## src/rtl/core/rca_pkg.sv

```systemverilog
`timescale 1ns / 1ps
// ----------------------------------------------------------------------------
// rca_pkg
// Types, widths and register indexes shared by the rounded corner alpha block.
// ----------------------------------------------------------------------------
package rca_pkg;

  localparam int COORD_BITS  = 12;
  localparam int FRAME_BITS  = COORD_BITS + 1;
  localparam int RADIUS_BITS = 8;
  localparam int CHAN_BITS   = 8;

  // register port
  localparam int CFG_INDEX_BITS = 2;
  localparam int CFG_DATA_BITS  = FRAME_BITS;
  localparam logic [CFG_INDEX_BITS-1:0] CFG_FRAME_WIDTH   = 2'd0;
  localparam logic [CFG_INDEX_BITS-1:0] CFG_FRAME_HEIGHT  = 2'd1;
  localparam logic [CFG_INDEX_BITS-1:0] CFG_CORNER_RADIUS = 2'd2;
  localparam logic [CFG_INDEX_BITS-1:0] CFG_BG_ALPHA      = 2'd3;

  localparam logic [FRAME_BITS-1:0]  RST_FRAME_WIDTH   = 13'd256;
  localparam logic [FRAME_BITS-1:0]  RST_FRAME_HEIGHT  = 13'd64;
  localparam logic [RADIUS_BITS-1:0] RST_CORNER_RADIUS = 8'd6;
  localparam logic [CHAN_BITS-1:0]   RST_BG_ALPHA      = 8'd242;

  // offsets in half pixels and their squares
  localparam int MAG_BITS = COORD_BITS + 1;
  localparam int SQ_BITS  = 2 * MAG_BITS;
  localparam int SUM_BITS = SQ_BITS + 1;

  // root has 8 fraction bits; only roots below (2r+1)*256 matter
  localparam int FRAC_BITS = 8;
  localparam int ROOT_BITS = RADIUS_BITS + 9;
  localparam int VAL_BITS  = 2 * ROOT_BITS;
  localparam int SEL_BITS  = VAL_BITS - 2 * FRAC_BITS;
  localparam int REM_BITS  = ROOT_BITS + 2;

  localparam int COV_BITS = 10;
  localparam logic [COV_BITS-1:0] COV_FULL = 10'd512;

  typedef struct packed {
    logic [COORD_BITS-1:0] x_pos;
    logic [COORD_BITS-1:0] y_pos;
    logic [CHAN_BITS-1:0]  blue_in;
    logic [CHAN_BITS-1:0]  green_in;
    logic [CHAN_BITS-1:0]  red_in;
  } pixel_in_t;

  typedef struct packed {
    logic [CHAN_BITS-1:0] blue_out;
    logic [CHAN_BITS-1:0] green_out;
    logic [CHAN_BITS-1:0] red_out;
    logic [CHAN_BITS-1:0] alpha_out;
  } pixel_out_t;

  // what rides alongside the root extraction
  typedef struct packed {
    logic                   corner;
    logic                   sat;
    logic [RADIUS_BITS-1:0] radius;
    logic [CHAN_BITS-1:0]   blue;
    logic [CHAN_BITS-1:0]   green;
    logic [CHAN_BITS-1:0]   red;
  } side_t;

  typedef struct packed {
    logic [SEL_BITS-1:0] dist_sq;
    side_t               side;
  } geo_t;

  typedef struct packed {
    logic [ROOT_BITS-1:0] q;
    side_t                side;
  } root_t;

endpackage

```

## src/rtl/core/rca_geom.sv

```systemverilog
`timescale 1ns / 1ps
// ----------------------------------------------------------------------------
// rca_geom
// Effective radius, corner detection, half-pixel offsets and squared distance.
// ----------------------------------------------------------------------------
module rca_geom import rca_pkg::*; (
  input  logic                   clk,
  input  logic                   rst,
  input  logic                   en,
  input  logic                   in_valid,
  input  pixel_in_t              in_pix,
  input  logic [FRAME_BITS-1:0]  frame_width,
  input  logic [FRAME_BITS-1:0]  frame_height,
  input  logic [RADIUS_BITS-1:0] corner_radius,
  output logic                   out_valid,
  output geo_t                   out_geo
);

  logic [4:0] valid;

  // stage a: effective radius
  logic [FRAME_BITS-2:0]  w_half;
  logic [FRAME_BITS-2:0]  h_half;
  logic [FRAME_BITS-2:0]  r_ext;
  logic [RADIUS_BITS-1:0] r_w;
  logic [RADIUS_BITS-1:0] r_min;
  pixel_in_t              a_pix;
  logic [RADIUS_BITS-1:0] a_r;

  // stage b: arc centre positions on the far edges
  pixel_in_t              b_pix;
  logic [RADIUS_BITS-1:0] b_r;
  logic [FRAME_BITS-1:0]  b_wr;
  logic [FRAME_BITS-1:0]  b_hr;

  // stage c: corner flags and distances from the centre
  logic [COORD_BITS-1:0]  r_coord;
  logic                   x_left;
  logic                   x_right;
  logic                   y_top;
  logic                   y_bottom;
  logic [CHAN_BITS-1:0]   c_blue;
  logic [CHAN_BITS-1:0]   c_green;
  logic [CHAN_BITS-1:0]   c_red;
  logic [RADIUS_BITS-1:0] c_r;
  logic                   c_corner;
  logic                   c_left;
  logic                   c_top;
  logic [COORD_BITS-1:0]  c_dx;
  logic [COORD_BITS-1:0]  c_dy;

  // stage d: squares
  logic [MAG_BITS-1:0]    dx_mag;
  logic [MAG_BITS-1:0]    dy_mag;
  side_t                  d_side;
  logic [SQ_BITS-1:0]     d_sqx;
  logic [SQ_BITS-1:0]     d_sqy;

  // stage e: sum, with a flag for sums whose root is past any useful radius
  logic [SUM_BITS-1:0]    sum;
  side_t                  e_side;

  assign w_half = frame_width[FRAME_BITS-1:1];
  assign h_half = frame_height[FRAME_BITS-1:1];
  assign r_ext  = {{(FRAME_BITS-1-RADIUS_BITS){1'b0}}, corner_radius};

  always_comb begin
    r_w = corner_radius;
    if (r_ext > w_half) begin
      r_w = w_half[RADIUS_BITS-1:0];
    end
    r_min = r_w;
    if ({{(FRAME_BITS-1-RADIUS_BITS){1'b0}}, r_w} > h_half) begin
      r_min = h_half[RADIUS_BITS-1:0];
    end
  end

  assign r_coord  = {{(COORD_BITS-RADIUS_BITS){1'b0}}, b_r};
  assign x_left   = b_pix.x_pos < r_coord;
  assign x_right  = {1'b0, b_pix.x_pos} >= b_wr;
  assign y_top    = b_pix.y_pos < r_coord;
  assign y_bottom = {1'b0, b_pix.y_pos} >= b_hr;

  assign dx_mag = c_left ? {c_dx, 1'b0} - MAG_BITS'(1) : {c_dx, 1'b0} + MAG_BITS'(1);
  assign dy_mag = c_top  ? {c_dy, 1'b0} - MAG_BITS'(1) : {c_dy, 1'b0} + MAG_BITS'(1);

  assign sum = {1'b0, d_sqx} + {1'b0, d_sqy};

  always_comb begin
    e_side     = d_side;
    e_side.sat = |sum[SUM_BITS-1:SEL_BITS];
  end

  always_ff @(posedge clk) begin
    if (rst) begin
      valid <= '0;
    end else if (en) begin
      valid <= {valid[3:0], in_valid};
    end
  end

  always_ff @(posedge clk) begin
    if (en) begin
      a_pix <= in_pix;
      a_r   <= r_min;

      b_pix <= a_pix;
      b_r   <= a_r;
      b_wr  <= frame_width - {{(FRAME_BITS-RADIUS_BITS){1'b0}}, a_r};
      b_hr  <= frame_height - {{(FRAME_BITS-RADIUS_BITS){1'b0}}, a_r};

      c_blue   <= b_pix.blue_in;
      c_green  <= b_pix.green_in;
      c_red    <= b_pix.red_in;
      c_r      <= b_r;
      c_corner <= (b_r != '0) && (x_left || x_right) && (y_top || y_bottom);
      c_left   <= x_left;
      c_top    <= y_top;
      c_dx     <= x_left ? r_coord - b_pix.x_pos : b_pix.x_pos - b_wr[COORD_BITS-1:0];
      c_dy     <= y_top  ? r_coord - b_pix.y_pos : b_pix.y_pos - b_hr[COORD_BITS-1:0];

      d_side.corner <= c_corner;
      d_side.sat    <= 1'b0;
      d_side.radius <= c_r;
      d_side.blue   <= c_blue;
      d_side.green  <= c_green;
      d_side.red    <= c_red;
      d_sqx         <= dx_mag * dx_mag;
      d_sqy         <= dy_mag * dy_mag;

      out_geo.dist_sq <= sum[SEL_BITS-1:0];
      out_geo.side    <= e_side;
    end
  end

  assign out_valid = valid[4];

endmodule

```

## src/rtl/core/rca_isqrt.sv

```systemverilog
`timescale 1ns / 1ps
// ----------------------------------------------------------------------------
// rca_isqrt
// Pipelined digit-by-digit square root, one result bit per stage.
// ----------------------------------------------------------------------------
module rca_isqrt import rca_pkg::*; (
  input  logic  clk,
  input  logic  rst,
  input  logic  en,
  input  logic  in_valid,
  input  geo_t  in_geo,
  output logic  out_valid,
  output root_t out_root
);

  logic                 st_valid [0:ROOT_BITS];
  logic [ROOT_BITS-1:0] st_root  [0:ROOT_BITS];
  logic [REM_BITS-1:0]  st_rem   [0:ROOT_BITS];
  logic [VAL_BITS-1:0]  st_val   [0:ROOT_BITS];
  side_t                st_side  [0:ROOT_BITS];

  // radicand is the squared distance shifted up by 16
  assign st_valid[0] = in_valid;
  assign st_root[0]  = '0;
  assign st_rem[0]   = '0;
  assign st_val[0]   = {in_geo.dist_sq, {(2*FRAC_BITS){1'b0}}};
  assign st_side[0]  = in_geo.side;

  for (genvar k = 0; k < ROOT_BITS; k++) begin : g_step
    logic [REM_BITS+1:0] rem_sh;
    logic [REM_BITS+1:0] trial;
    logic                take;

    assign rem_sh = {st_rem[k], st_val[k][VAL_BITS-1:VAL_BITS-2]};
    assign trial  = {2'b00, st_root[k], 2'b01};
    assign take   = rem_sh >= trial;

    always_ff @(posedge clk) begin
      if (rst) begin
        st_valid[k+1] <= 1'b0;
      end else if (en) begin
        st_valid[k+1] <= st_valid[k];
      end
    end

    always_ff @(posedge clk) begin
      if (en) begin
        st_root[k+1] <= {st_root[k][ROOT_BITS-2:0], take};
        st_rem[k+1]  <= take ? REM_BITS'(rem_sh - trial) : REM_BITS'(rem_sh);
        st_val[k+1]  <= {st_val[k][VAL_BITS-3:0], 2'b00};
        st_side[k+1] <= st_side[k];
      end
    end
  end

  assign out_valid     = st_valid[ROOT_BITS];
  assign out_root.q    = st_root[ROOT_BITS];
  assign out_root.side = st_side[ROOT_BITS];

endmodule

```

## src/rtl/core/rca_shade.sv

```systemverilog
`timescale 1ns / 1ps
// ----------------------------------------------------------------------------
// rca_shade
// Coverage from the root, alpha scaling and colour premultiply by alpha/255.
// ----------------------------------------------------------------------------
module rca_shade import rca_pkg::*; (
  input  logic                 clk,
  input  logic                 rst,
  input  logic                 en,
  input  logic                 in_valid,
  input  root_t                in_root,
  input  logic [CHAN_BITS-1:0] bg_alpha,
  output logic                 out_valid,
  output pixel_out_t           out_pix
);

  logic [3:0] valid;

  // stage 1: coverage
  logic [ROOT_BITS-1:0] target;
  logic [ROOT_BITS-1:0] diff;
  logic [COV_BITS-1:0]  cov;
  logic [COV_BITS-1:0]  s1_cov;
  logic [CHAN_BITS-1:0] s1_blue;
  logic [CHAN_BITS-1:0] s1_green;
  logic [CHAN_BITS-1:0] s1_red;

  // stage 2: alpha
  logic [COV_BITS+CHAN_BITS-1:0] scaled;
  logic [CHAN_BITS-1:0] s2_alpha;
  logic [CHAN_BITS-1:0] s2_blue;
  logic [CHAN_BITS-1:0] s2_green;
  logic [CHAN_BITS-1:0] s2_red;

  // stage 3: products
  logic [CHAN_BITS-1:0]   s3_alpha;
  logic [2*CHAN_BITS-1:0] s3_pb;
  logic [2*CHAN_BITS-1:0] s3_pg;
  logic [2*CHAN_BITS-1:0] s3_pr;

  // stage 4: divide by 255, exact for products of two 8-bit values
  logic [2*CHAN_BITS:0] qb;
  logic [2*CHAN_BITS:0] qg;
  logic [2*CHAN_BITS:0] qr;

  assign target = {in_root.side.radius, 1'b1, {FRAC_BITS{1'b0}}};
  assign diff   = target - in_root.q;

  always_comb begin
    if (!in_root.side.corner) begin
      cov = COV_FULL;
    end else if (in_root.side.sat || in_root.q >= target) begin
      cov = '0;
    end else if (diff > {{(ROOT_BITS-COV_BITS){1'b0}}, COV_FULL}) begin
      cov = COV_FULL;
    end else begin
      cov = diff[COV_BITS-1:0];
    end
  end

  // full coverage gives back bg_alpha exactly, so flat pixels go the same way
  assign scaled = s1_cov * bg_alpha + (COV_BITS+CHAN_BITS)'(256);

  assign qb = {1'b0, s3_pb} + (2*CHAN_BITS+1)'(1) + {{(CHAN_BITS+1){1'b0}}, s3_pb[2*CHAN_BITS-1:CHAN_BITS]};
  assign qg = {1'b0, s3_pg} + (2*CHAN_BITS+1)'(1) + {{(CHAN_BITS+1){1'b0}}, s3_pg[2*CHAN_BITS-1:CHAN_BITS]};
  assign qr = {1'b0, s3_pr} + (2*CHAN_BITS+1)'(1) + {{(CHAN_BITS+1){1'b0}}, s3_pr[2*CHAN_BITS-1:CHAN_BITS]};

  always_ff @(posedge clk) begin
    if (rst) begin
      valid <= '0;
    end else if (en) begin
      valid <= {valid[2:0], in_valid};
    end
  end

  always_ff @(posedge clk) begin
    if (en) begin
      s1_cov   <= cov;
      s1_blue  <= in_root.side.blue;
      s1_green <= in_root.side.green;
      s1_red   <= in_root.side.red;

      s2_alpha <= scaled[COV_BITS+CHAN_BITS-2:COV_BITS-1];
      s2_blue  <= s1_blue;
      s2_green <= s1_green;
      s2_red   <= s1_red;

      s3_alpha <= s2_alpha;
      s3_pb    <= s2_blue * s2_alpha;
      s3_pg    <= s2_green * s2_alpha;
      s3_pr    <= s2_red * s2_alpha;

      out_pix.blue_out  <= qb[2*CHAN_BITS-1:CHAN_BITS];
      out_pix.green_out <= qg[2*CHAN_BITS-1:CHAN_BITS];
      out_pix.red_out   <= qr[2*CHAN_BITS-1:CHAN_BITS];
      out_pix.alpha_out <= s3_alpha;
    end
  end

  assign out_valid = valid[3];

endmodule

```

## src/rtl/core/rounded_corner_alpha_premultiply.sv

```systemverilog
`timescale 1ns / 1ps
// ----------------------------------------------------------------------------
// rounded_corner_alpha_premultiply
// Rounded-rectangle antialiased alpha mask with colour premultiply.
// ----------------------------------------------------------------------------
// Pixels come in on src (position and opaque colour) under src_valid and
// leave on dst (premultiplied colour and alpha) under dst_valid, in order,
// one result per pixel. A beat moves at a clock edge with valid high and
// stall low.
// Throughput is one pixel per clock while src_stall is low. Most of the
// pipeline is the 17-stage square root, one root bit per stage. The
// pipeline moves as a whole. When the receiver stalls, the output
// register holds its beat and one more beat lands in a skid register; src
// stall is raised only while that skid register is full.
// Registers are to be written through cfg_write, cfg_index and cfg_data
// only while no pixel is in flight; the block itself does not enforce this.
// Reset empties the pipeline, drops both output beats and loads the
// default frame, radius and opacity.
// ----------------------------------------------------------------------------
module rounded_corner_alpha_premultiply import rca_pkg::*; (
  input  logic                      clk,
  input  logic                      rst,
  input  logic                      src_valid,
  output logic                      src_stall,
  input  pixel_in_t                 src,
  output logic                      dst_valid,
  input  logic                      dst_stall,
  output pixel_out_t                dst,
  input  logic                      cfg_write,
  input  logic [CFG_INDEX_BITS-1:0] cfg_index,
  input  logic [CFG_DATA_BITS-1:0]  cfg_data
);

  logic [FRAME_BITS-1:0]  frame_width;
  logic [FRAME_BITS-1:0]  frame_height;
  logic [RADIUS_BITS-1:0] corner_radius;
  logic [CHAN_BITS-1:0]   bg_alpha;

  logic       en;
  logic       geo_valid;
  geo_t       geo;
  logic       root_valid;
  root_t      root;
  logic       pipe_valid;
  pixel_out_t pipe_pix;

  logic       skid_full;
  pixel_out_t skid;
  logic       dst_take;

  always_ff @(posedge clk) begin
    if (rst) begin
      frame_width   <= RST_FRAME_WIDTH;
      frame_height  <= RST_FRAME_HEIGHT;
      corner_radius <= RST_CORNER_RADIUS;
      bg_alpha      <= RST_BG_ALPHA;
    end else if (cfg_write) begin
      case (cfg_index)
        CFG_FRAME_WIDTH:   frame_width   <= cfg_data;
        CFG_FRAME_HEIGHT:  frame_height  <= cfg_data;
        CFG_CORNER_RADIUS: corner_radius <= cfg_data[RADIUS_BITS-1:0];
        CFG_BG_ALPHA:      bg_alpha      <= cfg_data[CHAN_BITS-1:0];
        default: ;
      endcase
    end
  end

  assign en        = !skid_full;
  assign src_stall = skid_full;

  rca_geom u_geom (
    .clk           (clk),
    .rst           (rst),
    .en            (en),
    .in_valid      (src_valid && !skid_full),
    .in_pix        (src),
    .frame_width   (frame_width),
    .frame_height  (frame_height),
    .corner_radius (corner_radius),
    .out_valid     (geo_valid),
    .out_geo       (geo)
  );

  rca_isqrt u_isqrt (
    .clk       (clk),
    .rst       (rst),
    .en        (en),
    .in_valid  (geo_valid),
    .in_geo    (geo),
    .out_valid (root_valid),
    .out_root  (root)
  );

  rca_shade u_shade (
    .clk       (clk),
    .rst       (rst),
    .en        (en),
    .in_valid  (root_valid),
    .in_root   (root),
    .bg_alpha  (bg_alpha),
    .out_valid (pipe_valid),
    .out_pix   (pipe_pix)
  );

  assign dst_take = dst_valid && !dst_stall;

  // output register plus one skid beat
  always_ff @(posedge clk) begin
    if (rst) begin
      dst_valid <= 1'b0;
      skid_full <= 1'b0;
    end else if (skid_full) begin
      if (dst_take) begin
        skid_full <= 1'b0;
      end
    end else if (pipe_valid) begin
      if (dst_valid && dst_stall) begin
        skid_full <= 1'b1;
      end else begin
        dst_valid <= 1'b1;
      end
    end else if (dst_take) begin
      dst_valid <= 1'b0;
    end
  end

  always_ff @(posedge clk) begin
    if (skid_full) begin
      if (dst_take) begin
        dst <= skid;
      end
    end else if (pipe_valid) begin
      if (dst_valid && dst_stall) begin
        skid <= pipe_pix;
      end else begin
        dst <= pipe_pix;
      end
    end
  end

endmodule

```

## config.mk

```make
export PLATFORM = sky130hd
export DESIGN_NAME = rounded_corner_alpha_premultiply
export DESIGN_NICKNAME = d
export VERILOG_FILES = /design/src/rtl/core/rca_pkg.sv /design/src/rtl/core/rca_geom.sv /design/src/rtl/core/rca_isqrt.sv /design/src/rtl/core/rca_shade.sv /design/src/rtl/core/rounded_corner_alpha_premultiply.sv
export SDC_FILE = /design/constraint.sdc
export NUM_CORES = 2
export LEC_CHECK = 0
export ABC_CLOCK_PERIOD_IN_PS = 96500
export BUFFER_PORTS_ARGS = -buffer_cell sky130_fd_sc_hd__buf_2
export CAP_MARGIN = 20
export CORE_ASPECT_RATIO = 1.5
export CORE_MARGIN = 4
export CORE_UTILIZATION = 60
export CTS_CLUSTER_DIAMETER = 60
export CTS_CLUSTER_SIZE = 30
export DETAILED_ROUTE_END_ITERATION = 10
export GPL_TIMING_DRIVEN = 0
export MAX_ROUTING_LAYER = met4
export PLACE_DENSITY_LB_ADDON = 0.25
export SLEW_MARGIN = 20
export SYNTH_ARGS = -nofsm -noshare
export SYNTH_HDL_FRONTEND = slang
export SYNTH_SLANG_ARGS = --single-unit
export TNS_END_PERCENT = 30
```

## constraint.sdc

```tcl
create_clock -name clk -period 96.5 [get_ports clk]
set_clock_uncertainty 0.05 [all_clocks]
set_input_delay 14.475 -clock clk [delete_from_list [all_inputs] [get_ports clk]]
set_output_delay 14.475 -clock clk [all_outputs]
set_load 0.05 [all_outputs]
```

After elaboration in Yosys (flattened, before gate mapping)
Index checks and enable logic that the tools add are counted.
{"block": "totals", "ff_bits": 1713}
{"block": "op_classes", "multipliers": 6, "n_reduce_logical": 23, "add_sub_neg": 35, "muxes": 35, "eq_ne": 6, "bitwise": 2, "magnitude_cmp": 25}
{"operator": "$mux 19", "count": 15}
{"operator": "$mux 32", "count": 4}
{"operator": "$mul 13x13->26", "count": 2}
{"operator": "$add 16x1->16 const B", "count": 3}
{"operator": "$add 16x8->16", "count": 3}
{"operator": "$mul 8x8->16", "count": 3}
{"operator": "$add 26x26->27", "count": 1}
{"operator": "$add 13x1->13 const B", "count": 2}
{"operator": "$ge 12x13->1", "count": 2}
{"operator": "$mux 13", "count": 2}
{"operator": "$sub 13x1->13 const B", "count": 2}
{"operator": "$sub 13x8->13", "count": 2}
{"operator": "$gt 8x12->1", "count": 2}
{"operator": "$lt 12x8->1", "count": 2}
{"operator": "$mux 12", "count": 2}
{"operator": "$sub 12x12->12", "count": 2}
{"operator": "$sub 8x12->12", "count": 2}
{"operator": "$ge 21x10->1", "count": 1}
{"operator": "$ge 21x11->1", "count": 1}
{"operator": "$ge 21x12->1", "count": 1}
{"operator": "$ge 21x13->1", "count": 1}
{"operator": "$ge 21x14->1", "count": 1}
{"operator": "$ge 21x15->1", "count": 1}
{"operator": "$ge 21x16->1", "count": 1}
{"operator": "50 further kinds", "count": 74}

Longest topological paths before layout
{"block": "logic_depth", "word_depth": 4, "depth_mapped": 29, "depth_no_buf": 29}

By module
Synthesis repeated with hierarchy kept, for this count alone.
{"block": "unflattened", "hier_cells": 6420, "hier_area_um2": 86052.5}
{"module": "rca_isqrt", "cells_per_inst": 2706, "n_inst": 1, "seq_area_each_um2": 32711.4, "area_each_um2": 43430.4}
{"module": "rca_geom", "cells_per_inst": 2039, "n_inst": 1, "seq_area_each_um2": 9859.5, "area_each_um2": 23503.8}
{"module": "rca_shade", "cells_per_inst": 1395, "n_inst": 1, "seq_area_each_um2": 4704.5, "area_each_um2": 14985.6}
{"module": "rounded_corner_alpha_premultiply", "cells_per_inst": 280, "n_inst": 1, "seq_area_each_um2": 2802.7, "area_each_um2": 4132.7}

Worst setup path before layout
OpenSTA, ideal clock, no wires.
{"block": "synth_timing", "path_type": "register to register", "from": "reg skid_full (netlist: src_stall)", "to": "reg dst[0] (netlist bit), enable pin", "arrival_ns": 35.908, "path_slack_ns": 60.072, "setup_ns": 0.470, "stages_incl_launch_ff": 5, "required_time_ns": 95.980, "synth_period_minus_slack_ns": 36.428, "cell_sequence": "dfxtp_1 clkbuf_1 inv_1 nand2_1 a21boi_0"}
{"block": "synth_between", "elab_chain_len": 2, "word_cells_on_any_way": 4, "classes_between": "eq/ne (2); reduce/logical (2)"}
{"item": "start, declared", "line": "rounded_corner_alpha_premultiply.sv:47", "source": "logic skid_full;"}
{"item": "start signal, assigned", "line": "rounded_corner_alpha_premultiply.sv:111", "source": "skid_full <= 1'b0;"}
{"item": "start signal, assigned", "line": "rounded_corner_alpha_premultiply.sv:114", "source": "skid_full <= 1'b0;"}
{"item": "start signal, assigned", "line": "rounded_corner_alpha_premultiply.sv:118", "source": "skid_full <= 1'b1;"}
{"item": "$ne 2x1->1 (no source line), or another cell as far along"}
{"item": "$reduce_and 3->1 (no source line) *"}
{"item": "end signal, assigned", "line": "rounded_corner_alpha_premultiply.sv:130", "source": "dst <= skid;"}
{"item": "end signal, assigned", "line": "rounded_corner_alpha_premultiply.sv:136", "source": "dst <= pipe_pix;"}
{"item": "end, declared", "line": "rounded_corner_alpha_premultiply.sv:28", "source": "output pixel_out_t dst,"}
Mark *: on every way between the ends. The rest lies on a longest branch, timed or not.
A chain may end at the register's enable or synchronous reset.

Final worst setup path
{"block": "layout_timing", "from": "reg dst_valid", "to": "out dst_valid"}
{"item": "start, declared", "line": "rounded_corner_alpha_premultiply.sv:26", "source": "output logic dst_valid,"}
{"item": "start signal, assigned", "line": "rounded_corner_alpha_premultiply.sv:110", "source": "dst_valid <= 1'b0;"}
{"item": "start signal, assigned", "line": "rounded_corner_alpha_premultiply.sv:120", "source": "dst_valid <= 1'b1;"}
{"item": "start signal, assigned", "line": "rounded_corner_alpha_premultiply.sv:123", "source": "dst_valid <= 1'b0;"}
No word-level cell between the ends.

==> summary.md <==
| Metric | Value |
|---|---|
| Maximum clock frequency | `62.5 MHz` |
| Maximum fanout along the worst path | `6` |
| Final setup fails | `0` |
| Commonest non-fill, non-tap cells in the layout | `1596 x edfxtp_1, 816 x inv_1, 562 x ha_1, 480 x nand2_1, 365 x fa_1` |
| Number of flops mapped to enable cells by yosys | `1596` |
| Wire length on met3 | `4880 um` |
| Worst-case clock buffer depth | `3` |
| Post-Synthesis Net Count | `7338` |
| 1st-iter DRT viols | `2693` |
| Final-report hold violation count | `0` |
| Wire length of the first global-routing pass | `235000 um` |
| Count of nets after finishing | `7544` |
| Vias per cell | `5.48` |
| Wire length on met2 | `78500 um` |
| Number of design rule violations left after detail routing | `0` |
| Die X | `314 um` |
| Leading register cell type out of synthesis | `edfxtp_1` |
| Post-DP HPWL | `107000 um` |
| Routed length on met1 | `53700 um` |
| Type of the setup path with the least slack | `reg2out` |
| Crit-path leading delay family | `flip-flops` |
| Transition time at the pin with the least slew margin | `1.14 ns` |
| Data required, critical path | `81.97 ns` |
| Final cycle utilization of the critical path | `0.166` |
| Worst Setup Slack post-DPL | `80.02 ns` |
| Latest clock arrival within the worst-skew pair | `0.75 ns` |
| Antenna violation net count after detailed routing | `0` |
| Per-instance average area after synthesis | `13.3 um^2` |
| Post-synth design cell area | `84300 um^2` |
| Die outline area | `147000 um^2` |
| Number of max-capacitance violations reported | `0` |
| Max Transition Viols Final | `0` |
| Cells after synthesis | `6343` |
| Utilization after layout | `0.650` |
| DIE HEIGHT | `467 um` |
| Clock tree from TritonCTS | `built` |
| Number of filler instances in the final layout | `10300` |
| Buffers inserted by post-CTS timing repair | `0` |
| RD Place Congestion | `0.914` |
| Most frequent standard cell in the layout excluding fill and tap cells | `edfxtp_1` |
| Startpoint type of the worst setup path | `flop` |
| CP max stage cell | `dfxtp_1` |
| Syn. warnings | `0` |
| Multi-input combinational cell area | `31600 um^2` |
| HP Class | `reg2reg` |
| Endpoint class of the critical path | `output pin` |
| Post-CTS Hold Buffers | `0` |
| Result of the run | `complete, no violations` |
| TritonCTS buffer count | `87` |
| Routed Wire Length | `143000 um` |
| CTS clk-pin slew, worst paths | `0.10 ns` |
| Post_cts resized | `0` |
| Sequential share of the synthesized area | `0.585` |
| Via count of the first global-routing pass | `48000` |
| Peak per-stage delay on the critical path | `0.41 ns` |
| Post-DR wirelength/cell | `16.8 um` |
| Top-level I/O count | `102` |
| Fraction of synthesis flops using an asynchronous set or reset pin | `0` |
| Crit path arrival time | `1.47 ns` |
| Highest routed layer | `met4` |
| Maximum number of pins on one net before global-route repair | `122` |
| Post-route setup TNS | `0 ns` |
| Sequence of cells on the critical path | `buf_2` |
| Drt pass-1 iters | `6` |
| Port Buffer Count | `100` |
| Antenna violations before repair | `9` |
| Shortest clock period the worst path allows after layout | `15.99 ns` |
| Area growth, synth to finish | `7.72%` |
| Total track usage | `0.204` |
| Combined buffer and inverter count along the critical path | `1` |
| Htree depth | `3` |
| Layout Cells excl Fill | `8487` |
| Setup repair after global routing missed its margin | `no` |
| Number of instances in the placed design | `8330` |
| Placeable core region | `140000 um^2` |
| Global-route congestion overflow total | `0` |
| Worst rel slew slack | `0.239` |
| Setup slack of the critical path after layout | `80.51 ns` |
| Number of synthesized register bits | `1666` |
| Fraction of layout instances using a drive strength above 1 | `0.0637` |
| Number of distinct library cells after synthesis | `85` |
| Overall via count from detail_route | `46500` |
| CTS Root Cell | `clkbuf_16` |
| Number of placement rows | `168` |
| Starting density of the core | `0.603` |
| Seq. cell area | `49300 um^2` |
| Count of clock tree sinks | `1666` |
## cell usage after synthesis, types with 35 or more instances
library cell     n  area, um^2
mux2_2          88         991
xnor2_1        261        2290
a21o_1          85         638
and2_1         161        1010
fa_1           365        7310
nand2b_1        52         325
edfxtp_1      1596       47900
nor2_1         345        1290
mux2i_1         35         350
inv_1          817        3070
ha_1           562        7030
nand3_1         69         345
clkbuf_1        88         330
dfxtp_1         70        1400
nor3_1         105         526
a21oi_1        265        1330
xor2_1         129        1130
o21ai_0        186         931
nor4_1          41         257
nand2_1        480        1800
o21a_1          63         473
nor2b_1         43         269
## flip-flops by register name, summed over array words and instances (netlist names), 23 cells and up, named ones only
register               flops
dst                       32
skid                      32
u_geom.a_pix              48
u_geom.b_pix              48
u_geom.d_side             33
u_geom.d_sqx              23
u_geom.d_sqy              23
u_geom.out_geo            49
u_isqrt.g_step.rem_sh    286
u_isqrt.g_step.trial     135
u_isqrt.out_root          51
u_isqrt.st_side          544
u_isqrt.st_val            36
u_shade.out_pix           32
## routing by layer
metal  GRT usage  up-vias
met5           -        -
met4      0.0813        0
met3      0.0236      309
met2       0.380      841
met1       0.222    22800
li1            -    22600
## path summary, 6_finish.rpt
| kind | slack, ns | cells after the start | endpoint | startpoint |
|---|---|---|---|---|
| min reg2reg | 0.35 | 0 | u_isqrt.st_side[284] | u_isqrt.st_side[318] |
| min | 0.35 | 0 | u_isqrt.st_side[284] | u_isqrt.st_side[318] |
| max reg2reg | 87.87 | 27 | u_geom.d_sqx[25] | u_geom.c_dx[1] |
| max | 80.51 | 1 | dst_valid | dst_valid |
## final cells by class
| class | instances | area share |
|---|---|---|
| flip-flops and latches | 1666 | 0.543 |
| multi-input cells | 3753 | 0.347 |
| inverters | 826 | 0.0342 |
| well taps | 1870 | 0.0258 |
| clock buffers | 91 | 0.0241 |
| repair buffers | 117 | 0.0106 |
| clock inverters | 62 | 0.0104 |
| plain buffers | 98 | 0.00413 |
| diodes | 4 | 0.000110 |
## logic make-up (layout without fill, tap and decap cells)
logic type / Yosys count / count (layout) / share of synthesized area
flip-flops: 1666 / 1666 / 0.585
AND/OR/NAND/NOR: 1488 / 1488 / 0.0856
adder cells (fa/ha/maj): 927 / 927 / 0.170
buffers and inverters: 924 / 1194 / 0.0412
AO/OA/AOI/OAI: 822 / 822 / 0.0613
XOR/XNOR: 390 / 390 / 0.0405
multiplexers: 124 / 124 / 0.0160
other: 2 / 6 / 0.0000891
## metrics by stage
stage / cell area [um^2] / hold WS, ns
after detailed placement: 87600 / 0.355
after CTS: 90800 / 0.343
after floorplan: 84300 / 0.350
final: 90800 / 0.351
after global routing: 90800 / 0.350
after global placement: 87100 / 0.350
Power is not shown: default switching activity piles up to over one toggle a cycle in this logic, so the estimate is an artifact.
